## config.mk

```make
export PLATFORM = sky130hd
export DESIGN_NAME = tmsf_cell
export DESIGN_NICKNAME = d
export VERILOG_FILES = /design/src/sv/trimmed_mean_sample_filter_unit_defines.svh /design/src/sv/tmsf_pkg.sv /design/src/sv/tmsf_cell.sv
export SDC_FILE = /design/constraint.sdc
export NUM_CORES = 1
export LEC_CHECK = 0
export BUFFER_PORTS_ARGS = -buffer_cell sky130_fd_sc_hd__buf_2
export CORE_MARGIN = 4
export CORE_UTILIZATION = 46
export DETAILED_ROUTE_END_ITERATION = 10
export GPL_ROUTABILITY_DRIVEN = 0
export HOLD_SLACK_MARGIN = 0.03
export PLACE_DENSITY = 0.84
export SYNTH_ARGS = -nofsm -noshare
export SYNTH_HDL_FRONTEND = slang
export SYNTH_SLANG_ARGS = --single-unit
```

## constraint.sdc

```tcl
create_clock -name clk -period 4 [get_ports clk]
set_clock_uncertainty 0.15 [all_clocks]
set_input_delay 0.6 -clock clk [delete_from_list [all_inputs] [get_ports clk]]
set_output_delay 0.6 -clock clk [all_outputs]
set_load 0.005 [all_outputs]
```

## src/sv/trimmed_mean_sample_filter_unit_defines.svh

```systemverilog
// Assertion macros for the trimmed-mean sample filter.
// Used by trimmed_mean_sample_filter_unit.sv; expects clk and rst_n in scope.
`ifndef TRIMMED_MEAN_SAMPLE_FILTER_UNIT_DEFINES_SVH
`define TRIMMED_MEAN_SAMPLE_FILTER_UNIT_DEFINES_SVH
`ifndef NO_ASSERTIONS
// same-cycle implication
`define TMSF_ASSERT_IMPL(lbl, ante, cons, msg) \
  lbl: assert property (@(posedge clk) disable iff (!rst_n) (ante) |-> (cons)) \
    else $error(msg);
// next-cycle implication
`define TMSF_ASSERT_NEXT(lbl, ante, cons, msg) \
  lbl: assert property (@(posedge clk) disable iff (!rst_n) (ante) |=> (cons)) \
    else $error(msg);
`else
`define TMSF_ASSERT_IMPL(lbl, ante, cons, msg)
`define TMSF_ASSERT_NEXT(lbl, ante, cons, msg)
`endif
`endif

```

## src/sv/tmsf_pkg.sv

```systemverilog
// Package for the trimmed-mean sample filter: widths, defaults, cell control.
// No dependencies.
`timescale 1ns / 1ps
`default_nettype none
package tmsf_pkg;
  localparam int SAMPLE_BITS        = 12;
  localparam int MEAN_BITS          = 12;
  localparam int MEAN_SHIFT         = 3;
  localparam int DEF_BURST_LEN      = 16;
  localparam int DEF_TRIM_EACH_SIDE = 4;

  typedef logic [SAMPLE_BITS-1:0] sample_t;
  typedef logic [MEAN_BITS-1:0]   mean_t;

  // control handed from the sequencer to every cell
  typedef struct packed {
    logic ins;  // insert the incoming sample into the sorted row
    logic drn;  // shift the row one place toward cell 0
  } cell_ctl_t;
endpackage
`default_nettype wire

```

## src/sv/tmsf_cell.sv

```systemverilog
// One cell of the sorting row: holds one sample, inserts or shifts with neighbors.
// Depends on tmsf_pkg.
`timescale 1ns / 1ps
`default_nettype none
module tmsf_cell
  import tmsf_pkg::*;
#(
  parameter int CELL_IDX = 0,
  parameter int CW       = 5
) (
  input  wire logic          clk,
  input  wire cell_ctl_t     ctl,
  input  wire sample_t       smp,
  input  wire logic [CW-1:0] cnt,
  input  wire sample_t       prev_val,
  input  wire logic          prev_gt,
  input  wire sample_t       next_val,
  output sample_t            val,
  output logic               gt
);
  sample_t val_r;
  sample_t val_nxt;
  logic    empty;

  // empty cells sort as larger than any sample
  assign empty = (CW'(CELL_IDX) >= cnt);
  assign gt    = empty || (val_r > smp);
  assign val   = val_r;

  // insert: first larger cell takes the sample, the ones after take their left neighbor
  always_comb begin
    val_nxt = val_r;
    if (ctl.ins && gt) begin
      val_nxt = prev_gt ? prev_val : smp;
    end else if (ctl.drn) begin
      val_nxt = next_val;
    end
  end

  always_ff @(posedge clk) begin
    val_r <= val_nxt;
  end
endmodule
`default_nettype wire

```

======== After elaboration in Yosys (flattened, before gate mapping) ========
Index checks and enable logic that the tools add are counted.
word-level totals
  register bits ........................... 12
  logic and storage cells ................. 9
  output and inout port bits .............. 13
cells by class
  $lt $le $gt $ge ......................... 2
  reductions and logical operators ........ 3
  muxes and demuxes ....................... 3
operators with widths
  operator              count
  $mux W12              3
  $gt A12 B12 Y1        1
  $ge A1 B5 Y1 const A  1
  $reduce_bool A2 Y1    1
  $logic_and A1 B1 Y1   1
  $logic_or A1 B1 Y1    1

======== Longest topological paths before layout ========
  word-level depth ........................ 4
  mapped depth ............................ 8
  gate-level depth less buffers ........... 7

======== Worst setup path after synthesis ========
OpenSTA, ideal clock, no wires.
  path type ............................... input to output
  start ................................... input smp[5]
  end ..................................... output gt
  slack ................................... 1.132 ns
  stages on the path ...................... 8
  arrival time ............................ 2.118 ns
  path through ............................ inv_1 -> ha_1 -> a21o_1 -> a221o_1 -> a21o_1 -> a211oi_2 -> buf_4 -> inv_1
on the way
  cells in the longest elaborated chain, start to end .. 2
ends and longest elaborated chain
  what                line             RTL
  start: declaration  tmsf_cell.sv:13  input wire sample_t smp,
  $gt A12 B12 Y1      tmsf_cell.sv:27  assign gt = empty || (val_r > smp);
  $logic_or A1 B1 Y1  tmsf_cell.sv:27
  end: declaration    tmsf_cell.sv:19  output logic gt
Every way passes these cells.

======== Worst setup path in the final report ========
Same ends and word-level chain as after synthesis.

==> results.py <==
metrics = {
    "outcome": {
        "status": "complete, no violations",
    },
    "critical_path": {
        "critPathCaptureType": "output port",
        "r2r_slack_ps": 1240,
        "required_ps": 3250,
        "cp_max_fo": 2,
        "critPathLaunchType": "primary input",
        "arrival_ps": 2180,
        "worstSetupPathType": "primary input to output port",
    },
    "flow_run": {
        "maxCapViolCount": 0,
    },
    "global_routing": {
        "grt_overflow": 0,
        "grt_pass1_wl_um": 4360,
        "antenna_found_initial": 0,
        "first_global_vias": 1025,
        "grt_usage_pct": 20.9,
        "grt_max_degree": 24,
    },
    "synth": {
        "seq_area_frac_synth_pct": 36.1,
        "avgSynthCellArea_um2": 9.78,
        "syn_area_um2": 997,
        "synth_cell_types": 26,
        "syn_nets": 159,
        "synth-seq-cells": 12,
        "synth_cells": 102,
        "yosys_warnings": 0,
    },
    "drt": {
        "drc": 0,
        "wl_um": 2800,
        "num_vias": 1015,
        "vias_per_cell": 5.46,
        "wl_per_cell_um": 15.0,
        "ant_nets": 0,
        "drt-initial-drc-count": 12,
        "drt_first_pass_iters": 4,
    },
    "layout": {
        "nFillCells": 183,
        "diodes": 0,
        "drive_gt1_share_pct": 40.3,
        "nets": 217,
        "utilization_pct": 65.9,
        "largest_reg_flops": 12,
        "synthToLayoutAreaGrowth_pct": 32.4,
        "final_cells": 186,
    },
    "worst_hold_path": {
        "hp-class": "primary input to flip-flop",
    },
    "clock_network": {
        "cts_buffers": 3,
        "cts_setup_buffers": 0,
        "clockBufferDepth": 2,
        "clk_latency_ps": 270,
        "htree_levels": 1,
        "cts-root-buf": "clkbuf_4",
        "cts_resized": 0,
        "hold_buffers": 0,
        "clock-sinks": 12,
        "cts_tree": "done",
        "cts.clk_slew.worst_paths_ps": 80,
    },
    "placement": {
        "portBuffers": 57,
        "dp_hpwl_um": 2200,
        "placed_cells": 182,
    },
    "die": {
        "rows": 16,
        "ioPinCount": 58,
        "die_x_um": 54.6,
        "dieArea_um2": 2980,
        "fp.dieH_um": 54.6,
        "core-area_um2": 2000,
        "initial_core_util_pct": 49.8,
    },
    "sta": {
        "post-route-period-util_pct": 73.2,
        "fmax_ghz": 0.342,
        "tightest_slew_ps": 558,
        "setup_viol": 0,
        "slew_violations": 0,
        "slew_headroom_pct": 62.8,
        "rsz0062_at_grt": "false",
        "final.min_clock_period_ps": 2930,
        "hold_viol": 0,
        "timing.setup.tns_ps": 0,
    },
    "pwr": {
        "powerDensity_nw_per_um2": 322,
        "vdd_ir_drop_max_uv": 204,
        "p_leak_nw": 0.657,
    },
}
final cells by class:
class	instances	area (µm²)	area share (%)
clock inverters	1	3.75	0.284
inverters	13	48.8	3.70
multi-input cells	72	558	42.3
clock buffers	3	22.5	1.71
repair buffers	58	293	22.2
flip-flops and latches	12	360	27.3
well taps	27	33.8	2.56
cell families after synthesis:
group / share of synthesized area (%)
compound gates: 28.2
simple gates: 11.7
fa+ha+maj: 15.1
buf+inv: 7.91
flops: 36.1
mux: 1.00
metal layers:
layer / vias up / part of all wire, % / GRT usage, %
met1: 462 / 42 / 24.8
li1: 506 / - / -
met5: - / 0 / 0
met3: 4 / 7.4 / 4.36
met4: 0 / 0.79 / 6.22
met2: 43 / 50 / 37.3
path summary, 6_finish.rpt:
kind | depth (start not counted) | endpoint | startpoint
hold reg to reg | 6 | val[4] | val[7]
setup reg to reg | 6 | val[1] | val[5]
setup / recovery | 9 | gt | smp[5]
hold / removal | 2 | val[4] | next_val[4]
cell usage after synthesis, drive strengths merged:
| cell type | number | area share [%] |
|---|---|---|
| or4 | 1 | 0.75 |
| o22a | 12 | 11 |
| or2 | 1 | 0.63 |
| inv | 13 | 4.9 |
| buf | 2 | 1.9 |
| a211oi | 2 | 2.0 |
| nor2b | 1 | 0.63 |
| o211ai | 12 | 9.0 |
| a21oi | 4 | 2.0 |
| o21ai | 1 | 0.50 |
| clkbuf | 3 | 1.1 |
| nor2 | 1 | 0.63 |
| o21a | 1 | 0.75 |
| o31a | 1 | 0.88 |
| nand3 | 1 | 0.50 |
| mux2i | 1 | 1.0 |
| nand2 | 13 | 4.9 |
| and4 | 2 | 1.8 |
| a21o | 2 | 1.5 |
| edfxtp | 12 | 36 |
| a221o | 1 | 1.0 |
| and2 | 2 | 1.3 |
| nand4 | 1 | 0.63 |
| ha | 12 | 15 |
cell usage in the layout (no fill, tap or decap), drive strengths merged:
| cell type | netlist | final |
|---|---|---|
| nand2 | 13 | 13 |
| edfxtp | 12 | 12 |
| or4 | 1 | 1 |
| a221o | 1 | 1 |
| a21o | 2 | 2 |
| nor2 | 1 | 1 |
| o31a | 1 | 1 |
| o21ai | 1 | 1 |
| and4 | 2 | 2 |
| and2 | 2 | 2 |
| inv | 13 | 13 |
| buf | 2 | 58 |
| nor2b | 1 | 1 |
| or2 | 1 | 1 |
| mux2i | 1 | 1 |
| a21oi | 4 | 4 |
| clkinv | 0 | 1 |
| o22a | 12 | 12 |
| o21a | 1 | 1 |
| a211oi | 2 | 2 |
| nand3 | 1 | 1 |
| nand4 | 1 | 1 |
| ha | 12 | 12 |
| clkbuf | 3 | 3 |
| o211ai | 12 | 12 |
per-stage QoR:
step                power [W]  instance area, µm²  setup WS [ps]  hold slack [ps]
floorplan            0.000282                 997           1130              667
finish               0.000425                1320           1070              479
detailed placement   0.000350                1290            924              763
global placement     0.000340                1290            979              755
CTS                  0.000428                1320           1070              473
global route         0.000458                1320            966              481
critical path, stage by stage:
cell and delay [ps]:
buf_2 70, inv_1 40, ha_1 300, a21o_1 180
a221o_1 310, a21o_1 200, a211oi_2 270, inv_1 60
buf_2 120
power breakdown:
part	switching, W	internal, W
Sequential	0.0000113	0.000166
Combinational	0.0000867	0.0000834
Clock	0.0000412	0.0000361
Total	0.000139	0.000286
Note: power is estimated with default switching activity, not from simulation.
